==> src/design/ctl_pkg.sv <==
// Shared types and constants for the closed tour length block.
// No dependencies; every other file refers to this package by scoped names.
`default_nettype none

package ctl_pkg;

    // Default parameter values
    localparam int COORD_BITS_DEF = 16;
    localparam int FRAC_BITS_DEF  = 8;

    // Fixed payload widths
    localparam int PT_W  = 16;
    localparam int SUM_W = 35;

    // Controller states
    typedef enum logic [2:0] {
        S_IDLE,
        S_DISPATCH,
        S_LEG_A,
        S_LEG_B,
        S_EMIT
    } t_ctl_state;

    // Square root unit phases
    typedef enum logic [1:0] {
        SQ_IDLE,
        SQ_SQUARE,
        SQ_LOAD,
        SQ_ITER
    } t_sq_phase;

    // Commands from the controller to the datapath
    typedef struct packed {
        logic load_pt;   // capture the accepted point
        logic first_pt;  // open a tour with the captured point
        logic start_a;   // start the leg from previous to current point
        logic start_b;   // start the closing leg from current to first point
        logic add_leg;   // add the finished leg and advance the previous point
        logic emit;      // load the output register and clear the tour
    } t_ctl_cmd;

    // Status from the datapath to the controller
    typedef struct packed {
        logic in_tour;
        logic last_pt;
        logic leg_done;
        logic sq_busy;
        logic out_free;
    } t_ctl_stat;

endpackage

`default_nettype wire

==> src/design/ctl_intf.sv <==
// Valid/ready channel interfaces: tour points in, tour lengths out.
// Depends on ctl_pkg for payload widths.
`default_nettype none

interface ctl_pt_if;
    logic                      valid;
    logic                      ready;
    logic [ctl_pkg::PT_W-1:0]  x;
    logic [ctl_pkg::PT_W-1:0]  y;
    logic                      last;

    modport source (output valid, output x, output y, output last, input ready);
    modport sink   (input valid, input x, input y, input last, output ready);
endinterface

interface ctl_len_if;
    logic                       valid;
    logic                       ready;
    logic [ctl_pkg::SUM_W-1:0]  tour_length;
    logic                       saturated;

    modport source (output valid, output tour_length, output saturated, input ready);
    modport sink   (input valid, input tour_length, input saturated, output ready);
endinterface

`default_nettype wire

==> src/design/ctl_sqrt.sv <==
// Leg length unit: |dx|,|dy|, squares, then a digit-by-digit square root,
// one root bit per cycle. Depends on ctl_pkg for the phase type.
`default_nettype none

module ctl_sqrt #(
    parameter int CW        = ctl_pkg::COORD_BITS_DEF,
    parameter int FRAC_BITS = ctl_pkg::FRAC_BITS_DEF
) (
    input  wire logic          i_clk,
    input  wire logic          i_rst_n,
    input  wire logic          i_start,
    input  wire logic [CW-1:0] i_ax,
    input  wire logic [CW-1:0] i_ay,
    input  wire logic [CW-1:0] i_bx,
    input  wire logic [CW-1:0] i_by,
    output logic               o_busy,
    output logic               o_done,
    output logic [CW+FRAC_BITS:0] o_root
);

    localparam int RB   = CW + 1 + FRAC_BITS;   // root bits
    localparam int RMW  = RB + 2;               // remainder bits
    localparam int RADW = 2 * RB;               // radicand bits
    localparam int SW   = 2 * CW + 1;           // sum of squares bits
    localparam int CNTW = $clog2(RB);

    ctl_pkg::t_sq_phase r_phase, n_phase;
    logic              r_done;
    logic [CNTW-1:0]   r_cnt;
    logic [CW-1:0]     r_dx, r_dy;
    logic [2*CW-1:0]   r_sqx, r_sqy;
    logic [RADW-1:0]   r_rad;
    logic [RMW-1:0]    r_rem;
    logic [RB-1:0]     r_root;

    logic [SW-1:0]     sum_sq;
    logic [RMW-1:0]    rem_sh;
    logic [RMW-1:0]    trial;
    logic              ge;
    logic              last_step;

    // One root digit per step
    assign sum_sq    = SW'(r_sqx) + SW'(r_sqy);
    assign rem_sh    = {r_rem[RMW-3:0], r_rad[RADW-1 -: 2]};
    assign trial     = {r_root, 2'b01};
    assign ge        = (rem_sh >= trial);
    assign last_step = (r_cnt == CNTW'(RB - 1));

    // Sequence the phases
    always_comb begin
        n_phase = r_phase;
        unique case (r_phase)
            ctl_pkg::SQ_IDLE:   if (i_start) n_phase = ctl_pkg::SQ_SQUARE;
            ctl_pkg::SQ_SQUARE: n_phase = ctl_pkg::SQ_LOAD;
            ctl_pkg::SQ_LOAD:   n_phase = ctl_pkg::SQ_ITER;
            ctl_pkg::SQ_ITER:   if (last_step) n_phase = ctl_pkg::SQ_IDLE;
            default:            n_phase = ctl_pkg::SQ_IDLE;
        endcase
    end

    always_ff @(posedge i_clk) begin
        if (!i_rst_n) begin
            r_phase <= ctl_pkg::SQ_IDLE;
            r_done  <= 1'b0;
        end else begin
            r_phase <= n_phase;
            r_done  <= (r_phase == ctl_pkg::SQ_ITER) && last_step;
        end
    end

    // Datapath registers
    always_ff @(posedge i_clk) begin
        case (r_phase)
            ctl_pkg::SQ_IDLE: begin
                if (i_start) begin
                    r_dx <= (i_ax >= i_bx) ? i_ax - i_bx : i_bx - i_ax;
                    r_dy <= (i_ay >= i_by) ? i_ay - i_by : i_by - i_ay;
                end
            end
            ctl_pkg::SQ_SQUARE: begin
                r_sqx <= r_dx * r_dx;
                r_sqy <= r_dy * r_dy;
            end
            ctl_pkg::SQ_LOAD: begin
                r_rad  <= RADW'(sum_sq) << (2 * FRAC_BITS);
                r_rem  <= '0;
                r_root <= '0;
                r_cnt  <= '0;
            end
            ctl_pkg::SQ_ITER: begin
                r_rad  <= r_rad << 2;
                r_rem  <= ge ? rem_sh - trial : rem_sh;
                r_root <= {r_root[RB-2:0], ge};
                r_cnt  <= r_cnt + CNTW'(1);
            end
            default: ;
        endcase
    end

    assign o_busy = (r_phase != ctl_pkg::SQ_IDLE);
    assign o_done = r_done;
    assign o_root = r_root;

endmodule

`default_nettype wire

==> src/design/ctl_dp.sv <==
// Tour datapath: point registers, leg unit, saturating sum, output register.
// Depends on ctl_pkg and ctl_sqrt.
`default_nettype none

module ctl_dp #(
    parameter int COORD_BITS = ctl_pkg::COORD_BITS_DEF,
    parameter int FRAC_BITS  = ctl_pkg::FRAC_BITS_DEF
) (
    input  wire logic                        i_clk,
    input  wire logic                        i_rst_n,
    input  wire ctl_pkg::t_ctl_cmd           i_cmd,
    output ctl_pkg::t_ctl_stat               o_stat,
    input  wire logic [ctl_pkg::PT_W-1:0]    i_x,
    input  wire logic [ctl_pkg::PT_W-1:0]    i_y,
    input  wire logic                        i_last,
    input  wire logic                        i_out_ready,
    output logic                             o_out_valid,
    output logic [ctl_pkg::SUM_W-1:0]        o_tour_length,
    output logic                             o_saturated
);

    localparam int CW = (COORD_BITS < ctl_pkg::PT_W) ? COORD_BITS : ctl_pkg::PT_W;
    localparam int RB = CW + 1 + FRAC_BITS;
    localparam int SUM_W = ctl_pkg::SUM_W;

    logic [CW-1:0]    r_cur_x, r_cur_y, r_first_x, r_first_y, r_prev_x, r_prev_y;
    logic             r_last;
    logic             r_in_tour;
    logic [SUM_W-1:0] r_sum;
    logic             r_clamp;
    logic             r_out_valid;
    logic [SUM_W-1:0] r_out_len;
    logic             r_out_sat;

    logic [CW-1:0]    op_ax, op_ay, op_bx, op_by;
    logic             sq_start, sq_busy, sq_done;
    logic [RB-1:0]    root;
    logic [SUM_W:0]   sum_wide;
    logic             out_free;

    // Pick the leg endpoints
    assign op_ax    = i_cmd.start_b ? r_cur_x   : r_prev_x;
    assign op_ay    = i_cmd.start_b ? r_cur_y   : r_prev_y;
    assign op_bx    = i_cmd.start_b ? r_first_x : r_cur_x;
    assign op_by    = i_cmd.start_b ? r_first_y : r_cur_y;
    assign sq_start = i_cmd.start_a | i_cmd.start_b;

    ctl_sqrt #(
        .CW        (CW),
        .FRAC_BITS (FRAC_BITS)
    ) u_sqrt (
        .i_clk   (i_clk),
        .i_rst_n (i_rst_n),
        .i_start (sq_start),
        .i_ax    (op_ax),
        .i_ay    (op_ay),
        .i_bx    (op_bx),
        .i_by    (op_by),
        .o_busy  (sq_busy),
        .o_done  (sq_done),
        .o_root  (root)
    );

    assign sum_wide = {1'b0, r_sum} + (SUM_W + 1)'(root);
    assign out_free = !r_out_valid || i_out_ready;

    // Capture the point and track tour endpoints
    always_ff @(posedge i_clk) begin
        if (i_cmd.load_pt) begin
            r_cur_x <= i_x[CW-1:0];
            r_cur_y <= i_y[CW-1:0];
            r_last  <= i_last;
        end
        if (i_cmd.first_pt) begin
            r_first_x <= r_cur_x;
            r_first_y <= r_cur_y;
        end
        if (i_cmd.first_pt || i_cmd.add_leg) begin
            r_prev_x <= r_cur_x;
            r_prev_y <= r_cur_y;
        end
        if (i_cmd.emit) begin
            r_out_len <= r_sum;
            r_out_sat <= r_clamp;
        end
    end

    // Accumulate with saturation; clear at tour end
    always_ff @(posedge i_clk) begin
        if (!i_rst_n) begin
            r_in_tour   <= 1'b0;
            r_sum       <= '0;
            r_clamp     <= 1'b0;
            r_out_valid <= 1'b0;
        end else begin
            if (i_cmd.first_pt) begin
                r_in_tour <= 1'b1;
                r_sum     <= '0;
                r_clamp   <= 1'b0;
            end else if (i_cmd.add_leg) begin
                if (sum_wide[SUM_W]) begin
                    r_sum   <= '1;
                    r_clamp <= 1'b1;
                end else begin
                    r_sum <= sum_wide[SUM_W-1:0];
                end
            end else if (i_cmd.emit) begin
                r_in_tour <= 1'b0;
                r_sum     <= '0;
                r_clamp   <= 1'b0;
            end
            if (i_cmd.emit) begin
                r_out_valid <= 1'b1;
            end else if (i_out_ready) begin
                r_out_valid <= 1'b0;
            end
        end
    end

    assign o_stat.in_tour  = r_in_tour;
    assign o_stat.last_pt  = r_last;
    assign o_stat.leg_done = sq_done;
    assign o_stat.sq_busy  = sq_busy;
    assign o_stat.out_free = out_free;

    assign o_out_valid   = r_out_valid;
    assign o_tour_length = r_out_len;
    assign o_saturated   = r_out_sat;

    // A clamped sum sits at full scale
    a_clamp_full: assert property (@(posedge i_clk) disable iff (!i_rst_n)
        r_clamp |-> (r_sum == '1))
        else $error("clamp flag set with sum below full scale");

    // Emit only lands in a free output register
    a_emit_free: assert property (@(posedge i_clk) disable iff (!i_rst_n)
        i_cmd.emit |-> out_free)
        else $error("result written over a waiting result");

    // A leg is only added while a tour is open
    a_add_in_tour: assert property (@(posedge i_clk) disable iff (!i_rst_n)
        i_cmd.add_leg |-> r_in_tour)
        else $error("leg added outside a tour");

endmodule

`default_nettype wire

==> src/design/ctl_ctrl.sv <==
// Tour controller: accepts points and sequences leg, closing leg and emit.
// Depends on ctl_pkg for state, command and status types.
`default_nettype none

module ctl_ctrl (
    input  wire logic                 i_clk,
    input  wire logic                 i_rst_n,
    input  wire logic                 i_in_valid,
    output logic                      o_in_ready,
    input  wire ctl_pkg::t_ctl_stat   i_stat,
    output ctl_pkg::t_ctl_cmd         o_cmd
);

    ctl_pkg::t_ctl_state r_state, n_state;

    // Next state
    always_comb begin
        n_state = r_state;
        unique case (r_state)
            ctl_pkg::S_IDLE: begin
                if (i_in_valid) n_state = ctl_pkg::S_DISPATCH;
            end
            ctl_pkg::S_DISPATCH: begin
                if (i_stat.in_tour) begin
                    n_state = ctl_pkg::S_LEG_A;
                end else if (i_stat.last_pt) begin
                    n_state = ctl_pkg::S_EMIT;
                end else begin
                    n_state = ctl_pkg::S_IDLE;
                end
            end
            ctl_pkg::S_LEG_A: begin
                if (i_stat.leg_done) begin
                    n_state = i_stat.last_pt ? ctl_pkg::S_LEG_B : ctl_pkg::S_IDLE;
                end
            end
            ctl_pkg::S_LEG_B: begin
                if (i_stat.leg_done) n_state = ctl_pkg::S_EMIT;
            end
            ctl_pkg::S_EMIT: begin
                if (i_stat.out_free) n_state = ctl_pkg::S_IDLE;
            end
            default: n_state = ctl_pkg::S_IDLE;
        endcase
    end

    // Outputs
    always_comb begin
        o_cmd      = '0;
        o_in_ready = 1'b0;
        unique case (r_state)
            ctl_pkg::S_IDLE: begin
                o_in_ready    = 1'b1;
                o_cmd.load_pt = i_in_valid;
            end
            ctl_pkg::S_DISPATCH: begin
                o_cmd.first_pt = !i_stat.in_tour;
                o_cmd.start_a  = i_stat.in_tour;
            end
            ctl_pkg::S_LEG_A: begin
                o_cmd.add_leg = i_stat.leg_done;
                o_cmd.start_b = i_stat.leg_done && i_stat.last_pt;
            end
            ctl_pkg::S_LEG_B: begin
                o_cmd.add_leg = i_stat.leg_done;
            end
            ctl_pkg::S_EMIT: begin
                o_cmd.emit = i_stat.out_free;
            end
            default: ;
        endcase
    end

    always_ff @(posedge i_clk) begin
        if (!i_rst_n) begin
            r_state <= ctl_pkg::S_IDLE;
        end else begin
            r_state <= n_state;
        end
    end

    // Never start a leg while the root unit is still running
    a_start_idle: assert property (@(posedge i_clk) disable iff (!i_rst_n)
        (o_cmd.start_a || o_cmd.start_b) |-> !i_stat.sq_busy)
        else $error("leg started on a busy root unit");

    // A finished leg only arrives while a leg is awaited
    a_done_expected: assert property (@(posedge i_clk) disable iff (!i_rst_n)
        i_stat.leg_done |-> (r_state == ctl_pkg::S_LEG_A || r_state == ctl_pkg::S_LEG_B))
        else $error("leg result arrived in an unexpected state");

    // At most one tour-level action per cycle
    a_one_action: assert property (@(posedge i_clk) disable iff (!i_rst_n)
        $onehot0({o_cmd.first_pt, o_cmd.start_a, o_cmd.start_b, o_cmd.emit}))
        else $error("conflicting tour commands");

endmodule

`default_nettype wire

==> src/design/closed_tour_length.sv <==
// Top level of the closed tour length block: controller plus datapath.
// Depends on ctl_pkg, ctl_intf, ctl_sqrt, ctl_dp and ctl_ctrl.
//
//  channel  | dir | payload                        | moves
//  ---------+-----+--------------------------------+--------------------------
//  i_pt     | in  | x[15:0], y[15:0], last         | one tour point per item
//  o_len    | out | tour_length[34:0], saturated   | one closed length per tour
//
// A point other than the first of a tour waits on the root unit, which takes
// |dx| and |dy|, squares them, loads the radicand and then produces one result
// bit per cycle. The last point runs that unit twice, for its leg and the
// closing leg, and then emits; the first point opens the tour without a leg.
// Reset (synchronous, active low) clears the tour and the output valid flag.
// A waiting result does not block new points; only the emit of the next
// tour waits for the output register to be taken.
`default_nettype none

module closed_tour_length #(
    parameter int COORD_BITS = ctl_pkg::COORD_BITS_DEF,
    parameter int FRAC_BITS  = ctl_pkg::FRAC_BITS_DEF
) (
    input  wire logic     i_clk,
    input  wire logic     i_rst_n,
    ctl_pt_if.sink        i_pt,
    ctl_len_if.source     o_len
);

    ctl_pkg::t_ctl_cmd  cmd;
    ctl_pkg::t_ctl_stat stat;
    logic               in_ready;

    ctl_ctrl u_ctrl (
        .i_clk      (i_clk),
        .i_rst_n    (i_rst_n),
        .i_in_valid (i_pt.valid),
        .o_in_ready (in_ready),
        .i_stat     (stat),
        .o_cmd      (cmd)
    );

    ctl_dp #(
        .COORD_BITS (COORD_BITS),
        .FRAC_BITS  (FRAC_BITS)
    ) u_dp (
        .i_clk         (i_clk),
        .i_rst_n       (i_rst_n),
        .i_cmd         (cmd),
        .o_stat        (stat),
        .i_x           (i_pt.x),
        .i_y           (i_pt.y),
        .i_last        (i_pt.last),
        .i_out_ready   (o_len.ready),
        .o_out_valid   (o_len.valid),
        .o_tour_length (o_len.tour_length),
        .o_saturated   (o_len.saturated)
    );

    assign i_pt.ready = in_ready;

endmodule

`default_nettype wire

==> src/flat_wrapper.sv <==
// flat-port wrapper written by rule: the top's interface ports become plain ports
module closed_tour_length_flat 
#(
    parameter int COORD_BITS = ctl_pkg::COORD_BITS_DEF,
    parameter int FRAC_BITS  = ctl_pkg::FRAC_BITS_DEF
)
  (i_clk, i_rst_n, i_pt_valid, i_pt_x, i_pt_y, i_pt_last, i_pt_ready, o_len_valid, o_len_tour_length, o_len_saturated, o_len_ready);
  ctl_pt_if i_pt_i ();
  ctl_len_if o_len_i ();
  input  wire logic i_clk;
  input  wire logic i_rst_n;
  input wire logic [$bits(i_pt_i.valid)-1:0] i_pt_valid;
  input wire logic [$bits(i_pt_i.x)-1:0] i_pt_x;
  input wire logic [$bits(i_pt_i.y)-1:0] i_pt_y;
  input wire logic [$bits(i_pt_i.last)-1:0] i_pt_last;
  output wire logic [$bits(i_pt_i.ready)-1:0] i_pt_ready;
  output wire logic [$bits(o_len_i.valid)-1:0] o_len_valid;
  output wire logic [$bits(o_len_i.tour_length)-1:0] o_len_tour_length;
  output wire logic [$bits(o_len_i.saturated)-1:0] o_len_saturated;
  input wire logic [$bits(o_len_i.ready)-1:0] o_len_ready;
  assign i_pt_i.valid = i_pt_valid;
  assign i_pt_i.x = i_pt_x;
  assign i_pt_i.y = i_pt_y;
  assign i_pt_i.last = i_pt_last;
  assign i_pt_ready = i_pt_i.ready;
  assign o_len_valid = o_len_i.valid;
  assign o_len_tour_length = o_len_i.tour_length;
  assign o_len_saturated = o_len_i.saturated;
  assign o_len_i.ready = o_len_ready;
  closed_tour_length #(.COORD_BITS(COORD_BITS), .FRAC_BITS(FRAC_BITS)) u_core (.i_clk(i_clk), .i_rst_n(i_rst_n), .i_pt(i_pt_i), .o_len(o_len_i));
endmodule
==> config.mk <==
export PLATFORM = sky130hd
export DESIGN_NAME = closed_tour_length_flat
export DESIGN_NICKNAME = d
export VERILOG_FILES = /design/src/design/ctl_pkg.sv /design/src/design/ctl_intf.sv /design/src/design/ctl_sqrt.sv /design/src/design/ctl_dp.sv /design/src/design/ctl_ctrl.sv /design/src/design/closed_tour_length.sv /design/src/flat_wrapper.sv
export SDC_FILE = /design/constraint.sdc
export NUM_CORES = 2
export LEC_CHECK = 0
export ABC_AREA = 0
export BUFFER_PORTS_ARGS = -buffer_cell sky130_fd_sc_hd__buf_2
export CAP_MARGIN = 20
export CORE_MARGIN = 3
export CORE_UTILIZATION = 45
export DETAILED_ROUTE_END_ITERATION = 6
export PLACE_DENSITY = 0.59
export SETUP_SLACK_MARGIN = 0.3
export SLEW_MARGIN = 20
export SYNTH_ARGS = -nofsm -noshare
export SYNTH_HDL_FRONTEND = slang
export SYNTH_SLANG_ARGS = --single-unit
export TNS_END_PERCENT = 5
==> constraint.sdc <==
create_clock -name i_clk -period 15.3 [get_ports i_clk]
set_input_delay 3.06 -clock i_clk [delete_from_list [all_inputs] [get_ports i_clk]]
set_output_delay 3.06 -clock i_clk [all_outputs]
set_load 0.005 [all_outputs]
==> metrics.md <==
| Metric | Value |
|---|---|
| Initial antenna violation count | 0 |
| Multi-input gate area | 20900 sq um |
| Xor and xnor area share after synthesis | 4.19% |
| CTS tree | done |
| Core ar. | 74700 sq um |
| CTS Sinks | 360 |
| Sequential area share after synthesis | 30.4% |
| Worst Path Required | 15.61 ns |
| GRT Total Usage | 18.9% |
| Max frequency | 141 MHz |
| Final period util | 46.3% |
| Simple-gate share of the synthesized area | 10.9% |
| HPWL Detailed | 56.2 mm |
| Compound-Gate Fraction of Synth Area | 11.3% |
| Fraction of layout cells with a size suffix above 1 | 5.85% |
| Post-route DRC violation count | 0 |
| Register clock-pin slew on the reported worst setup and hold paths | 0.06 ns |
| Adder-Cell Fraction of Synth Area | 32.3% |
| Post-layout min period | 7.08 ns |
| Post-synthesis mux area share | 2.81% |
| I/O pins | 75 |
| Antenna Cells | 0 |
| Static leakage | 17.6 nW |
| Max FO, Critical Path | 18 |
| Final hold vios | 0 |
| Hold Buf Count CTS | 0 |
| Cell area after synthesis | 34100 sq um |
| Top-area cell type share of the netlist area | 27.9% |
| Vias | 23.3k |
| Syn avg cell area | 9.92 sq um |
| DRT Pass-1 Iters | 5 |
| Clock Path Buffers | 3 |
| PwrDens | 142 nW/um^2 |
| Die area | 79000 sq um |
| Root buf cell | clkbuf_16 |
| Worst Tran Pin Value | 1.10 ns |
| Largest family of logic cells by synthesized area | adder cells |
| Post-route ant nets | 0 |
| Synth area leader | edfxtp_1 |
| Wire per inst | 16.2 um |
| Syn nets | 4152 |
| Met2 Usage GRT | 33.7% |
| H-Tree Depth | 2 |
| Slew Limit Fails | 0 |
| Area added between synthesis and finish | 8.09% |
| Gr busiest metal | met2 |
| Largest net degree at the start of global routing | 75 |
| CTS buffer count | 43 |
| FF+latch area | 10400 sq um |
| RSZ-0062 raised after global routing | false |
| Initial Util | 45.6% |
| Skew-Pair Late Insertion Delay | 0.60 ns |
| Die W | 281 um |
| GRT overflow | 0 |
| Setup_tns | 0 ns |
| Die height | 281 um |
| Synth Flop Type | edfxtp_1 |
| Power, Total | 5.24 mW |
| Max-Cap Viols | 0 |
| #FFs+latches synth | 360 |
| Post-CTS Resized | 0 |
| Number of global-route vias before repair | 24.0k |
| Relative slew margins | 26.4% |
| Post-CTS Setup Bufs | 0 |
| WP data arrival | 7.40 ns |
| Initial DRC Count | 1279 |
| Crit Path Category | reg -> reg |
| Num rows | 100 |
| Met1 Use GR | 25.1% |
| Vias/cell | 5.20 |
| Met3 GRT Util | 2.02% |
| CP Launch Type | flip-flop |
| Critical Path End Type | flip-flop |
| Status | completed |
| EDFF count, synth | 316 |
| Setup Viol. Count Final | 0 |
| Syn. warnings | 0 |
| HP Class | reg -> reg |
| Cell count after synthesis | 3434 |
| First-pass GRT wire length | 122 mm |
| Final WL | 72.6 mm |
| IO Port Bufs | 74 |
| Layout Nets | 4185 |
| Fill cell count | 6872 |
| Clock Skew | 0.0454 ns |
| RD Place Congestion | 0.893 |
| Synth top area cells | edfxtp_1, fa_1, ha_1, inv_1, nand2_1 |
| Fraction of registers with async set/reset | 0% |
| Yosys cell types | 67 |
| Worst VDD drop | 99.4 uV |
state kept, by name (all words and copies together), names as in the netlist, 2 cells and up:
| signal | flops |
|---|---|
| u_core.u_dp.r_first_y | 16 |
| u_core.u_dp.u_sqrt.o_root | 25 |
| u_core.u_dp.u_sqrt.r_dy | 16 |
| u_core.u_dp.u_sqrt.r_rem | 25 |
| u_core.u_dp.u_sqrt.r_rad | 34 |
| u_core.u_dp.r_prev_x | 16 |
| u_core.u_dp.u_sqrt.r_dx | 16 |
| u_core.u_ctrl.r_state | 3 |
| u_core.u_dp.r_cur_x | 16 |
| u_core.u_dp.u_sqrt.r_sqx | 31 |
| u_core.u_dp.u_sqrt.r_phase | 2 |
| u_core.u_dp.r_prev_y | 16 |
| u_core.u_dp.o_tour_length | 35 |
| u_core.u_dp.u_sqrt.r_sqy | 31 |
| u_core.u_dp.u_sqrt.r_cnt | 5 |
| u_core.u_dp.r_sum | 35 |
| u_core.u_dp.r_first_x | 16 |
| u_core.u_dp.r_cur_y | 16 |
routing by layer:
layer | vias up | wire length, um
met4 | 0 | 1280
met1 | 11300 | 33000
met3 | 80 | 2220
met2 | 365 | 36000
met5 | - | 0
li1 | 11500 | -
per-stage QoR:
stage | worst slack, ns | hold WS (ns) | utilization [%] | cells | area, sq um
final | 8.22 | 0.444 | 49.3 | 4471 | 36800
after global routing | 7.84 | 0.455 | 49.3 | 4471 | 36800
after CTS | 8.28 | 0.438 | 49.3 | 4471 | 36800
after detailed placement | 8.30 | 0.424 | 47.4 | 4391 | 35400
after global placement | 8.38 | 0.427 | 47.4 | 4391 | 35400
after floorplan | 8.79 | 0.408 | - | 3434 | 34100
area by class of cell:
cell class | count | share of cell area, %
flip-flops and latches | 360 | 28.2
well taps | 969 | 3.29
clock inverters | 29 | 0.792
clock buffers | 51 | 3.06
multi-input cells | 2334 | 56.9
repair buffers | 90 | 1.33
inverters | 638 | 6.50
synthesized netlist by cell type, types with 33 or more instances:
cell,number
clkbuf_1,90
mux2i_1,82
ha_1,352
nand3_1,44
fa_1,329
nand2_1,292
a21oi_1,174
and2_1,85
a31oi_1,33
edfxtp_1,316
xor2_1,61
a21o_1,71
inv_1,638
dfxtp_1,44
xnor2_1,102
nor2_1,196
o21ai_0,118
worst paths after layout:
check	start	end	slack [ns]	cells past startpoint
hold reg to reg	u_core.u_dp.r_clamp	u_core.u_dp.o_saturated	0.44	0
setup reg to reg	u_core.u_dp.u_sqrt.r_dx[2]	u_core.u_dp.u_sqrt.r_sqx[29]	8.22	22
hold / removal	u_core.u_dp.r_clamp	u_core.u_dp.o_saturated	0.44	0
setup / recovery	u_core.u_dp.u_sqrt.r_dx[2]	u_core.u_dp.u_sqrt.r_sqx[29]	8.22	22
placed cells by master, fill, tap and decap left out, drive strengths merged, types with 8 or more instances in the layout:
| cell | instances |
|---|---|
| a211oi | 24 |
| a21o | 71 |
| o21bai | 10 |
| a31oi | 33 |
| o21ai | 124 |
| or3 | 15 |
| a2111oi | 8 |
| mux2 | 12 |
| a211o | 8 |
| nor3 | 32 |
| or2 | 13 |
| nand2b | 26 |
| dfxtp | 44 |
| o21a | 30 |
| o31ai | 13 |
| ha | 352 |
| xor2 | 61 |
| and3 | 22 |
| nand2 | 292 |
| nor2 | 196 |
| nand3 | 44 |
| a221oi | 8 |
| clkbuf | 51 |
| inv | 643 |
| a21boi | 10 |
| fa | 329 |
| o211ai | 16 |
| o22ai | 8 |
| nand4 | 15 |
| mux2i | 82 |
| nor2b | 31 |
| edfxtp | 316 |
| and2 | 85 |
| a31o | 9 |
| a21oi | 174 |
| a22oi | 16 |
| clkinv | 19 |
| xnor2 | 102 |
| buf | 90 |
kinds of logic after synthesis:
group	count (synthesis)
DFF	360
buffers and inverters	740
muxes	94
AOI/OAI and AO/OA	601
xor gates and xnor gates	163
adders and majority gates	681
and+or+nand+nor	795
power breakdown:
part / switching [mW] / internal [mW]
Clock: 0.433 / 0.588
Combinational: 1.59 / 1.17
Sequential: 0.0784 / 1.38
worst max-delay path: stages, from the launching register on:
cell and delay [ns]:
edfxtp_1 0.69, and2_1 0.33, fa_1 0.51, inv_1 0.06
fa_1 0.53, inv_1 0.05, fa_1 0.50, inv_1 0.06
fa_1 0.53, inv_1 0.05, fa_1 0.47, inv_1 0.05
fa_1 0.48, inv_1 0.04, ha_1 0.35, nand2_1 0.08
o21ai_0 0.07, a21o_1 0.18, a221o_1 0.43, o21ai_0 0.53
o221ai_1 0.30, o41a_1 0.38, xor2_1 0.15
No activity file was read; power rests on OpenSTA's default activity.
